### src/rtl/dmacrb_pkg.sv
// Shared types and constants of the DMA controller register bank.
package dmacrb_pkg;

  localparam int unsigned NumChan   = 4;
  localparam int unsigned ChanW     = 2;
  localparam int unsigned RegIdxW   = 4;
  localparam int unsigned CfgIdxW   = 8;
  localparam int unsigned CfgDataW  = 16;

  // Request opcodes; the fourth code is unused and does nothing
  typedef enum logic [1:0] {
    OP_READ    = 2'd0,
    OP_WRITE   = 2'd1,
    OP_ADVANCE = 2'd2
  } op_e;

  // Register indexes inside the sixteen-register window
  localparam logic [RegIdxW-1:0] REG_LAST_WORD = 4'd7;
  localparam logic [RegIdxW-1:0] REG_COMMAND   = 4'd8;
  localparam logic [RegIdxW-1:0] REG_REQUEST   = 4'd9;
  localparam logic [RegIdxW-1:0] REG_SGL_MASK  = 4'd10;
  localparam logic [RegIdxW-1:0] REG_MODE      = 4'd11;
  localparam logic [RegIdxW-1:0] REG_CLR_BPTR  = 4'd12;
  localparam logic [RegIdxW-1:0] REG_MSTR_CLR  = 4'd13;
  localparam logic [RegIdxW-1:0] REG_CLR_MASK  = 4'd14;
  localparam logic [RegIdxW-1:0] REG_ALL_MASK  = 4'd15;

  // Configuration register indexes
  localparam logic [CfgIdxW-1:0] CFG_PORT_BASE   = 8'd0;
  localparam logic [CfgIdxW-1:0] CFG_PORT_STRIDE = 8'd1;

  localparam logic [7:0] BYTE_NONE = 8'hFF;

  // Port decode result
  typedef struct packed {
    logic               hit;
    logic [RegIdxW-1:0] reg_idx;
  } decode_t;

  // One request as held in the input register
  typedef struct packed {
    logic [1:0]       opcode;
    logic [15:0]      port;
    logic [7:0]       write_data;
    logic [ChanW-1:0] channel;
  } req_t;

endpackage

### src/rtl/dmacrb_if.sv
// Request, response and configuration channel interfaces.
interface dmacrb_req_if;
  logic        valid;
  logic        ready;
  logic [1:0]  opcode;
  logic [15:0] port;
  logic [7:0]  write_data;
  logic [1:0]  channel;

  modport source (output valid, opcode, port, write_data, channel, input ready);
  modport sink   (input valid, opcode, port, write_data, channel, output ready);
endinterface

interface dmacrb_rsp_if;
  logic       valid;
  logic       ready;
  logic [7:0] read_data;
  logic       port_hit;
  logic       terminal_count;

  modport source (output valid, read_data, port_hit, terminal_count, input ready);
  modport sink   (input valid, read_data, port_hit, terminal_count, output ready);
endinterface

interface dmacrb_cfg_if;
  logic        valid;
  logic        ready;
  logic [7:0]  index;
  logic [15:0] data;

  modport source (output valid, index, data, input ready);
  modport sink   (input valid, index, data, output ready);
endinterface

### src/rtl/dmacrb_decode.sv
// Port window decode: hit flag and register index from port, base and stride.
module dmacrb_decode (
  input  logic [15:0]          port_i,
  input  logic [15:0]          base_i,
  input  logic [1:0]           stride_i,
  output dmacrb_pkg::decode_t  dec_o
);
  import dmacrb_pkg::*;

  logic [16:0] off;
  logic        wide;
  logic        in_span;

  // Offset from base; bit 16 flags a port below the base
  assign off  = {1'b0, port_i} - {1'b0, base_i};
  // Stride codes 2 and 3 space registers two ports apart
  assign wide = stride_i[1];

  always_comb begin
    in_span = wide ? (off[15:5] == '0) : (off[15:4] == '0);
    dec_o.hit     = !off[16] && in_span;
    dec_o.reg_idx = wide ? off[4:1] : off[3:0];
  end

endmodule

### src/rtl/dma_controller_register_bank.sv
// Top level of the four-channel DMA controller register bank.
//
//   channel | direction | handshake     | payload
//   --------+-----------+---------------+-----------------------------------------
//   req_i   | in        | valid / ready | opcode, port, write_data, channel
//   rsp_o   | out       | valid / ready | read_data, port_hit, terminal_count
//   cfg_i   | in        | valid / ready | index (0 port_base, 1 port_stride), data
//
// A request is registered on accept, decoded and applied to the register state when the
// input register moves forward, and its response is registered at that same edge; one
// request per cycle is sustained while responses are taken. The response register is the
// only stall point; while it is held, a filled input register holds and state does not
// change. Reset clears all channel state, sets port_base 0 and port_stride 1; cfg_i is
// always ready.
module dma_controller_register_bank (
  input  logic          clk_i,
  input  logic          rst_ni,
  dmacrb_req_if.sink    req_i,
  dmacrb_rsp_if.source  rsp_o,
  dmacrb_cfg_if.sink    cfg_i
);
  import dmacrb_pkg::*;

  // Configuration
  logic [15:0] port_base_q;
  logic [1:0]  port_stride_q;

  // Input stage
  logic        in_valid_q;
  req_t        in_q;
  logic        advance;

  // Register state
  logic [15:0] chan_address_q [NumChan];
  logic [15:0] chan_address_d [NumChan];
  logic [15:0] chan_count_q   [NumChan];
  logic [15:0] chan_count_d   [NumChan];
  logic [7:0]  chan_mode_q    [NumChan];
  logic [7:0]  chan_mode_d    [NumChan];
  logic [NumChan-1:0] chan_masked_q, chan_masked_d;
  logic [7:0]  command_q, command_d;
  logic [7:0]  request_q, request_d;
  logic        byte_ptr_q, byte_ptr_d;

  // Output stage
  logic        out_valid_q;
  logic [7:0]  rd_q, rd_d;
  logic        hit_q, hit_d;
  logic        tc_q, tc_d;

  decode_t     dec;
  logic [15:0] word;
  logic [ChanW-1:0] wch;

  // Move the input stage forward when the response register is free or drains
  assign advance     = !out_valid_q || rsp_o.ready;
  assign req_i.ready = !in_valid_q || advance;
  assign cfg_i.ready = 1'b1;

  // Write configuration registers
  always_ff @(posedge clk_i or negedge rst_ni) begin
    if (!rst_ni) begin
      port_base_q   <= '0;
      port_stride_q <= 2'd1;
    end else if (cfg_i.valid) begin
      if (cfg_i.index == CFG_PORT_BASE) begin
        port_base_q <= cfg_i.data;
      end else if (cfg_i.index == CFG_PORT_STRIDE) begin
        port_stride_q <= cfg_i.data[1:0];
      end
    end
  end

  // Capture accepted requests
  always_ff @(posedge clk_i or negedge rst_ni) begin
    if (!rst_ni) begin
      in_valid_q <= 1'b0;
    end else if (req_i.ready) begin
      in_valid_q <= req_i.valid;
    end
  end

  always_ff @(posedge clk_i) begin
    if (req_i.valid && req_i.ready) begin
      in_q.opcode     <= req_i.opcode;
      in_q.port       <= req_i.port;
      in_q.write_data <= req_i.write_data;
      in_q.channel    <= req_i.channel;
    end
  end

  dmacrb_decode u_decode (
    .port_i   (in_q.port),
    .base_i   (port_base_q),
    .stride_i (port_stride_q),
    .dec_o    (dec)
  );

  // Selected address or count word of a word register access
  assign wch  = dec.reg_idx[2:1];
  assign word = dec.reg_idx[0] ? chan_count_q[wch] : chan_address_q[wch];

  // Apply one request to the register state and form its response
  always_comb begin
    chan_address_d = chan_address_q;
    chan_count_d   = chan_count_q;
    chan_mode_d    = chan_mode_q;
    chan_masked_d  = chan_masked_q;
    command_d      = command_q;
    request_d      = request_q;
    byte_ptr_d     = byte_ptr_q;
    rd_d           = BYTE_NONE;
    hit_d          = 1'b0;
    tc_d           = 1'b0;

    unique case (in_q.opcode)
      OP_READ: begin
        if (dec.hit) begin
          hit_d = 1'b1;
          if (dec.reg_idx <= REG_LAST_WORD) begin
            rd_d       = byte_ptr_q ? word[15:8] : word[7:0];
            byte_ptr_d = !byte_ptr_q;
          end else if (dec.reg_idx == REG_COMMAND) begin
            rd_d = command_q;
          end else if (dec.reg_idx == REG_ALL_MASK) begin
            rd_d = {{(8-NumChan){1'b0}}, chan_masked_q};
          end
        end
      end
      OP_WRITE: begin
        if (dec.hit) begin
          hit_d = 1'b1;
          if (dec.reg_idx <= REG_LAST_WORD) begin
            byte_ptr_d = !byte_ptr_q;
            if (dec.reg_idx[0]) begin
              if (byte_ptr_q) chan_count_d[wch][15:8] = in_q.write_data;
              else            chan_count_d[wch][7:0]  = in_q.write_data;
            end else begin
              if (byte_ptr_q) chan_address_d[wch][15:8] = in_q.write_data;
              else            chan_address_d[wch][7:0]  = in_q.write_data;
            end
          end else begin
            unique case (dec.reg_idx)
              REG_COMMAND:  command_d = in_q.write_data;
              REG_REQUEST:  request_d = in_q.write_data;
              REG_SGL_MASK: chan_masked_d[in_q.write_data[1:0]] = in_q.write_data[2];
              REG_MODE:     chan_mode_d[in_q.write_data[1:0]] = in_q.write_data;
              REG_CLR_BPTR: byte_ptr_d = 1'b0;
              REG_MSTR_CLR: begin
                for (int i = 0; i < NumChan; i++) begin
                  chan_address_d[i] = '0;
                  chan_count_d[i]   = '0;
                  chan_mode_d[i]    = '0;
                end
                chan_masked_d = '0;
                command_d     = '0;
                request_d     = '0;
                byte_ptr_d    = 1'b0;
              end
              REG_CLR_MASK: chan_masked_d = '0;
              REG_ALL_MASK: chan_masked_d = in_q.write_data[NumChan-1:0];
              default: ;
            endcase
          end
        end
      end
      OP_ADVANCE: begin
        tc_d = (chan_count_q[in_q.channel] == '0);
        chan_address_d[in_q.channel] = chan_address_q[in_q.channel] + 16'd1;
        chan_count_d[in_q.channel]   = chan_count_q[in_q.channel] - 16'd1;
      end
      default: ;
    endcase
  end

  // Commit state and response when the input stage moves forward
  always_ff @(posedge clk_i or negedge rst_ni) begin
    if (!rst_ni) begin
      for (int i = 0; i < NumChan; i++) begin
        chan_address_q[i] <= '0;
        chan_count_q[i]   <= '0;
        chan_mode_q[i]    <= '0;
      end
      chan_masked_q <= '0;
      command_q     <= '0;
      request_q     <= '0;
      byte_ptr_q    <= 1'b0;
      out_valid_q   <= 1'b0;
    end else if (advance) begin
      out_valid_q <= in_valid_q;
      if (in_valid_q) begin
        chan_address_q <= chan_address_d;
        chan_count_q   <= chan_count_d;
        chan_mode_q    <= chan_mode_d;
        chan_masked_q  <= chan_masked_d;
        command_q      <= command_d;
        request_q      <= request_d;
        byte_ptr_q     <= byte_ptr_d;
      end
    end
  end

  // Response payload register
  always_ff @(posedge clk_i) begin
    if (advance && in_valid_q) begin
      rd_q  <= rd_d;
      hit_q <= hit_d;
      tc_q  <= tc_d;
    end
  end

  assign rsp_o.valid          = out_valid_q;
  assign rsp_o.read_data      = rd_q;
  assign rsp_o.port_hit       = hit_q;
  assign rsp_o.terminal_count = tc_q;

endmodule

### src/flat_wrapper.sv
// flat-port wrapper written by rule: the top's interface ports become plain ports
module dma_controller_register_bank_flat import dmacrb_pkg::*;
  (clk_i, rst_ni, req_i_valid, req_i_opcode, req_i_port, req_i_write_data, req_i_channel, req_i_ready, rsp_o_valid, rsp_o_read_data, rsp_o_port_hit, rsp_o_terminal_count, rsp_o_ready, cfg_i_valid, cfg_i_index, cfg_i_data, cfg_i_ready);
  dmacrb_req_if req_i_i ();
  dmacrb_rsp_if rsp_o_i ();
  dmacrb_cfg_if cfg_i_i ();
  input  logic clk_i;
  input  logic rst_ni;
  input wire logic [$bits(req_i_i.valid)-1:0] req_i_valid;
  input wire logic [$bits(req_i_i.opcode)-1:0] req_i_opcode;
  input wire logic [$bits(req_i_i.port)-1:0] req_i_port;
  input wire logic [$bits(req_i_i.write_data)-1:0] req_i_write_data;
  input wire logic [$bits(req_i_i.channel)-1:0] req_i_channel;
  output wire logic [$bits(req_i_i.ready)-1:0] req_i_ready;
  output wire logic [$bits(rsp_o_i.valid)-1:0] rsp_o_valid;
  output wire logic [$bits(rsp_o_i.read_data)-1:0] rsp_o_read_data;
  output wire logic [$bits(rsp_o_i.port_hit)-1:0] rsp_o_port_hit;
  output wire logic [$bits(rsp_o_i.terminal_count)-1:0] rsp_o_terminal_count;
  input wire logic [$bits(rsp_o_i.ready)-1:0] rsp_o_ready;
  input wire logic [$bits(cfg_i_i.valid)-1:0] cfg_i_valid;
  input wire logic [$bits(cfg_i_i.index)-1:0] cfg_i_index;
  input wire logic [$bits(cfg_i_i.data)-1:0] cfg_i_data;
  output wire logic [$bits(cfg_i_i.ready)-1:0] cfg_i_ready;
  assign req_i_i.valid = req_i_valid;
  assign req_i_i.opcode = req_i_opcode;
  assign req_i_i.port = req_i_port;
  assign req_i_i.write_data = req_i_write_data;
  assign req_i_i.channel = req_i_channel;
  assign req_i_ready = req_i_i.ready;
  assign rsp_o_valid = rsp_o_i.valid;
  assign rsp_o_read_data = rsp_o_i.read_data;
  assign rsp_o_port_hit = rsp_o_i.port_hit;
  assign rsp_o_terminal_count = rsp_o_i.terminal_count;
  assign rsp_o_i.ready = rsp_o_ready;
  assign cfg_i_i.valid = cfg_i_valid;
  assign cfg_i_i.index = cfg_i_index;
  assign cfg_i_i.data = cfg_i_data;
  assign cfg_i_ready = cfg_i_i.ready;
  dma_controller_register_bank u_core (.clk_i(clk_i), .rst_ni(rst_ni), .req_i(req_i_i), .rsp_o(rsp_o_i), .cfg_i(cfg_i_i));
endmodule
### config.mk
export PLATFORM = sky130hd
export DESIGN_NAME = dma_controller_register_bank_flat
export DESIGN_NICKNAME = d
export VERILOG_FILES = /design/src/rtl/dmacrb_pkg.sv /design/src/rtl/dmacrb_if.sv /design/src/rtl/dmacrb_decode.sv /design/src/rtl/dma_controller_register_bank.sv /design/src/flat_wrapper.sv
export SDC_FILE = /design/constraint.sdc
export NUM_CORES = 1
export LEC_CHECK = 0
export BUFFER_PORTS_ARGS = -buffer_cell sky130_fd_sc_hd__buf_2
export CAP_MARGIN = 5
export CORE_ASPECT_RATIO = 0.75
export CORE_MARGIN = 3
export CORE_UTILIZATION = 35
export CTS_BUF_LIST = sky130_fd_sc_hd__clkbuf_8
export DETAILED_ROUTE_END_ITERATION = 7
export GPL_ROUTABILITY_DRIVEN = 0
export PLACE_DENSITY = 0.58
export SYNTH_ARGS = -nofsm -noshare
export SYNTH_HDL_FRONTEND = slang
export SYNTH_SLANG_ARGS = --single-unit
### constraint.sdc
create_clock -name clk_i -period 5.7 [get_ports clk_i]
set_input_delay 1.14 -clock clk_i [delete_from_list [all_inputs] [get_ports clk_i]]
set_output_delay 1.14 -clock clk_i [all_outputs]
set_load 0.03 [all_outputs]
# After elaboration in Yosys (flattened, before gate mapping)
# Cells that the tools add are included.
# word_totals
ff_bits	199
input_bits	57
output_inout_bits	13
# classes
add_sub_neg	3
order_cmp	7
eq_ne	16
mux	54
bitwise	4
reduce_logical	32
# op_table
operator	n
64-bit two-way mux	9
64-bit bitwise mux	6
64-bit case mux with 2 select lines	2
16-bit two-way mux	11
16-bit binary-select mux with 2-bit select	4
16-bit demux with 2-bit select	3
8-bit two-way mux	5
4-bit == test (second input constant)	6
6-bit AND reduction	4
16-bit by 16-bit subtractor with 17-bit output	1
16-bit by 1-bit adder with 16-bit output (second input constant)	1
16-bit zero test	1
8-bit case mux with 2 select lines	1
16-bit by 1-bit subtractor with 16-bit output (second input constant)	1
12-bit zero test	1
4-bit case mux with 3 select lines	1
11-bit zero test	1
8-bit by 1-bit == test with 1-bit output (second input constant)	1
8-bit zero test	1
1-bit two-way mux	8
7-bit AND reduction	1
3-bit greater-or-equal comparator (second input constant)	2
1-bit logical AND	6
3-bit by 1-bit < comparator with 1-bit output (second input constant)	2
23 further kinds	37

# Longest topological paths before layout
# depth
depth_word	13
depth_mapped	15

# Hierarchy
# A second synthesis with hierarchy kept.
# unflattened
hier_cells	1135
hier_area_um2	12035.3
# modules_own_cells
mod	instances	cells_per_inst	area_per_inst_um2	seq_area_each_um2
dma_controller_register_bank	1	1006	11159.5	5171.2
dmacrb_decode	1	129	875.8	0.0

# Worst setup path before layout
# No wires, ideal clock.
# synth_timing
path_kind	register to register
startpoint	register u_core.port_base_q[0]
endpoint	register u_core.chan_count_q[0] (netlist name)
setup_ns	0.128
t_arrival_ns	3.492
slack_ns	2.081
path_stages_with_launch	11
n_path_buf	0
synth_period_minus_slack_ns	3.619
cell_sequence	dfrtp_1 -> ha_1 -> fa_1 -> and2b_1 -> o22a_1 -> nor2_1 -> o221ai_1 -> or4b_4 -> o31ai_4 -> nand3_4 -> mux2_1
# synth_between
elab_chain_cells	13
word_cells_on_any_way	27
cone_classes	add/sub: 1; order compare: 3; eq/ne: 4; mux: 12; bitwise: 1; reduce/logical: 6
# synth_lines
element	line	rtl
from (decl)	dma_controller_register_bank.sv:25	logic [15:0] port_base_q;
from (signal assigned)	dma_controller_register_bank.sv:67	port_base_q <= cfg_i.data;
16-bit by 16-bit subtractor with 17-bit output *	dmacrb_decode.sv:15	assign off = {1'b0, port_i} - {1'b0, base_i};
4-bit two-way mux	dmacrb_decode.sv:22	dec_o.reg_idx = wide ? off[4:1] : off[3:0];
2-bit inverter with 3-bit output (not written as such)	dma_controller_register_bank.sv:136, dma_controller_register_bank.sv:137	
3-bit greater-or-equal comparator (not written as such) / 3-bit by 1-bit < comparator with 1-bit output (equally long branches)	dma_controller_register_bank.sv:137	else chan_count_d[wch][7:0] = in_q.write_data;
1-bit logical AND (not written as such)	dma_controller_register_bank.sv:137	
8-bit two-way mux (not written as such)	dma_controller_register_bank.sv:137	
16-bit demux with 2-bit select	dma_controller_register_bank.sv:137	
64-bit bitwise mux	dma_controller_register_bank.sv:137	
64-bit two-way mux	dma_controller_register_bank.sv:136	if (byte_ptr_q) chan_count_d[wch][15:8] = in_q.write_data;
64-bit two-way mux	dma_controller_register_bank.sv:135	if (dec.reg_idx[0]) begin
64-bit two-way mux	dma_controller_register_bank.sv:133	if (dec.reg_idx <= REG_LAST_WORD) begin
64-bit two-way mux	dma_controller_register_bank.sv:131	if (dec.hit) begin
64-bit case mux with 2 select lines	dma_controller_register_bank.sv:116	unique case (in_q.opcode)
to (signal assigned)	dma_controller_register_bank.sv:193	chan_count_q <= chan_count_d;
to (decl)	dma_controller_register_bank.sv:36	logic [15:0] chan_count_q [NumChan];
# Every way passes the cells marked *; elsewhere a longest branch is shown, timed or not. The select of a mux whose other input is x is not followed.
# A chain may end at the register's enable or synchronous reset.

# Worst setup path after layout
# layout_timing
startpoint	register u_core.port_base_q[0]
endpoint	register u_core.chan_count_q[22] (netlist name)
# Same word-level chain as after synthesis.

==> metrics.yaml <==
layout:
  seq_area_um2: 5140
  area_growth_pct: 10.0
  drive_gt1_share_pct: 20.6
  final_util_pct: 39.5
  nFillCells: 3459
  nets: 1357
  multiInputGateArea_um2: 7050
synth:
  ys.warnings.count: 0
  postSynthAreaPerCell_um2: 10.2
  synth-edff-count: 38
  yosysTopAreaCell: "dfrtp_1"
  ys_ff_latch: 198
  synth_nets: 1308
  yosys.area.top_type_share_pct: 31.7
  ys_seq_area_share_pct: 40.8
  synthTopCellsByArea: "dfrtp_1, edfxtp_1, o21ai_0"
  ys.flop_type: "dfrtp_1"
  ys_types: 88
  post-synth-top-count-cell: "o21ai_0"
  netlist_area_um2: 12600
  synth_common_cells: "o21ai_0, nand2_1, dfrtp_1"
  synth_cells: 1232
  async_reset_ff_share_pct: 80.8
worst_hold_path:
  hold_path.startpoint: "u_core.in_valid_q$_DFFE_PN0N_"
  hold_depth: 1
  hold_end: "u_core.rsp_o.valid$_DFFE_PN0N_"
  min_path_type: "register to register"
timing:
  fin_crit_ps: 4170
  timing.fmax_ghz: 0.240
  rsz0062_at_grt: "false"
  finalSetupViolations: 0
  hold_viol: 0
  finClkSkew_ps: 17.7
  maxSlewHeadroom_pct: 14.1
  drv_slew: 0
  fin_ws_ps: 1530
  period_share_pct: 73.2
  finalSetupTns_ps: 0
  tightest_slew_ps: 1290
clocking:
  cts_tree: "done"
  clkTransAtPathRegs_ps: 90
  ctsLongestPathBuffers: 2
  cts_setup_buffers: 0
  htree_levels: 4
  cts_buffers: 17
  cts_hold_buf: 0
  cts_num_sinks: 198
  cts-resized-gates: 0
  clock-root-buffer: "clkbuf_8"
  clkLatencyLatePin_ps: 520
critical_path:
  path_max_fanout: 8
  cp.arrival_ps: 4570
  critPathRequiredTime_ps: 6090
  critical_path.max_stage_delay_ps: 740
  worstPathCellList: "ha_1 -> fa_1 -> and2b_1 -> o22a_1 -> nor2_1 -> o221ai_1 -> or4b_4 -> o31ai_4 -> nand3_4 -> mux2_1"
  reg2reg_slack_ps: 1530
  path_class: "register to register"
  startpoint: "u_core.port_base_q[0]$_DFFE_PN0P_"
  r2r-end: "u_core.chan_count_q[22]$_DFFE_PN0P_"
  cp_slowest_cell: "o31ai_4"
  cp_num_buf_inv: 0
  reg2reg_from: "u_core.port_base_q[0]$_DFFE_PN0P_"
  ff2ff_path_depth: 10
  crit_family: "compound AO/OA/AOI/OAI gates"
  start_kind: "register"
  worstSetupEndpointType: "register"
floorplanning:
  die_h_um: 170
  core-area_um2: 35100
  die_x_um: 225
  dieArea_um2: 38400
  io_pins: 70
  start_util_pct: 35.9
  placementRows: 59
grt:
  first_global_vias: 10300
  grt_use_total_pct: 22.3
  grt_pass1_wl_um: 63800
  grt_max_degree: 88
  antenna_found_initial: 1
  grt-ovfl-total: 0
drt:
  ant_nets: 0
  drcViolationCount: 0
  routed_wl_um: 42600
  dr.pass1.iters: 5
  drt_iter0_drc: 1355
  num_vias: 10700
  viasPerCell: 6.10
  wl_per_cell_um: 24.3
pwr:
  p_leak_nw: 5.91
  peakVddDrop_mv: 0.142
  power.density_nw_per_um2: 289
flow_run:
  maxCapViolCount: 0
placed_design:
  dp_slack_ps: 1580
  io_buffer_count: 68
  hpwlAfterDp_um: 29400
run_status:
  status: "completed"
## worst register-to-register path: stages (launching register included)
cell,delay (ps)
dfrtp_1,390
ha_1,210
fa_1,430
and2b_1,320
o22a_1,290
nor2_1,120
o221ai_1,290
or4b_4,520
o31ai_4,740
nand3_4,350
mux2_1,410
## stage by stage
stage | hold slack (ps) | power [mW] | cells | area (µm²)
finish | 500 | 4.01 | 1751 | 13900
detailed placement | 480 | 3.04 | 1719 | 13500
global placement | 477 | 3.03 | 1719 | 13500
floorplan | 457 | 2.59 | 1232 | 12600
CTS | 502 | 3.99 | 1750 | 13900
global route | 526 | 4.21 | 1750 | 13900
## cells in the final DEF, fill, tap and decap left out, types with 15 or more instances in the layout
cell type,instances
nor3_1,15
clkbuf_8,18
mux4_2,31
nor2_1,37
nand2_1,165
a21oi_1,31
ha_1,18
buf_2,67
edfxtp_1,38
dfrtp_1,160
mux2_1,63
nand3_1,25
mux2i_1,28
buf_4,31
mux2_2,72
nand3_4,16
a221oi_1,18
xnor2_1,16
inv_1,50
xor2_1,16
o21ai_0,180
## flip-flops by register name, indices dropped and copies added, names as in the netlist, 4 cells and up
name,count
u_core.chan_address_q,64
u_core.chan_count_q,64
u_core.chan_masked_q,4
u_core.command_q,8
u_core.in_q,28
u_core.port_base_q,16
u_core.rsp_o.read_data,8
## power breakdown
| group | leakage, nW | switching (mW) | internal, mW |
|---|---|---|---|
| logic | 3.26 | 0.909 | 0.466 |
| clock network | 0.218 | 0.514 | 0.429 |
| registers | 2.44 | 0.120 | 1.57 |
| total | 5.91 | 1.54 | 2.47 |
## metal layers
layer  part of all wire (%)  vias to the layer above  GRT usage, %
li1                       -                     4700             -
met1                     46                     5402          32.8
met2                     41                      520          30.9
met3                     11                       53          7.83
met4                    1.9                        2          6.16
met5                  0.040                        -             0
## layout make-up
| type | instances | area share, % |
|---|---|---|
| multi-input cells | 923 | 50.8 |
| repair buffers | 99 | 4.17 |
| clock inverters | 13 | 0.955 |
| inverters | 42 | 1.14 |
| flip-flops and latches | 198 | 37.1 |
| diodes | 1 | 0.0180 |
| well taps | 457 | 4.12 |
| clock buffers | 18 | 1.78 |
## how the worst max path moves through the flow
stage | slack (ps) | to | cells after the start
floorplan | 2080 | u_core.chan_count_q[0]$_DFFE_PN0P_ | 10
global placement | 1620 | u_core.chan_address_q[52]$_DFFE_PN0P_ | 12
detailed placement | 1580 | u_core.chan_count_q[16]$_DFFE_PN0P_ | 10
CTS | 1540 | u_core.chan_count_q[22]$_DFFE_PN0P_ | 10
global route | 1300 | u_core.command_q[0]$_DFFE_PN0P_ | 10
finish | 1530 | u_core.chan_count_q[22]$_DFFE_PN0P_ | 10
## cells by family (layout without fill, tap and decap cells)
group,Yosys count,in the layout,share of synthesized area [%]
AOI/OAI and AO/OA,335,335,17.2
xor gates and xnor gates,32,32,2.22
adders and majority gates,19,19,1.94
buffers and inverters,111,172,3.52
DFF,198,198,40.8
muxes,195,195,19.9
other,1,2,0.0297
and+or+nand+nor,341,341,14.4
(Power assumes the default switching activity.)
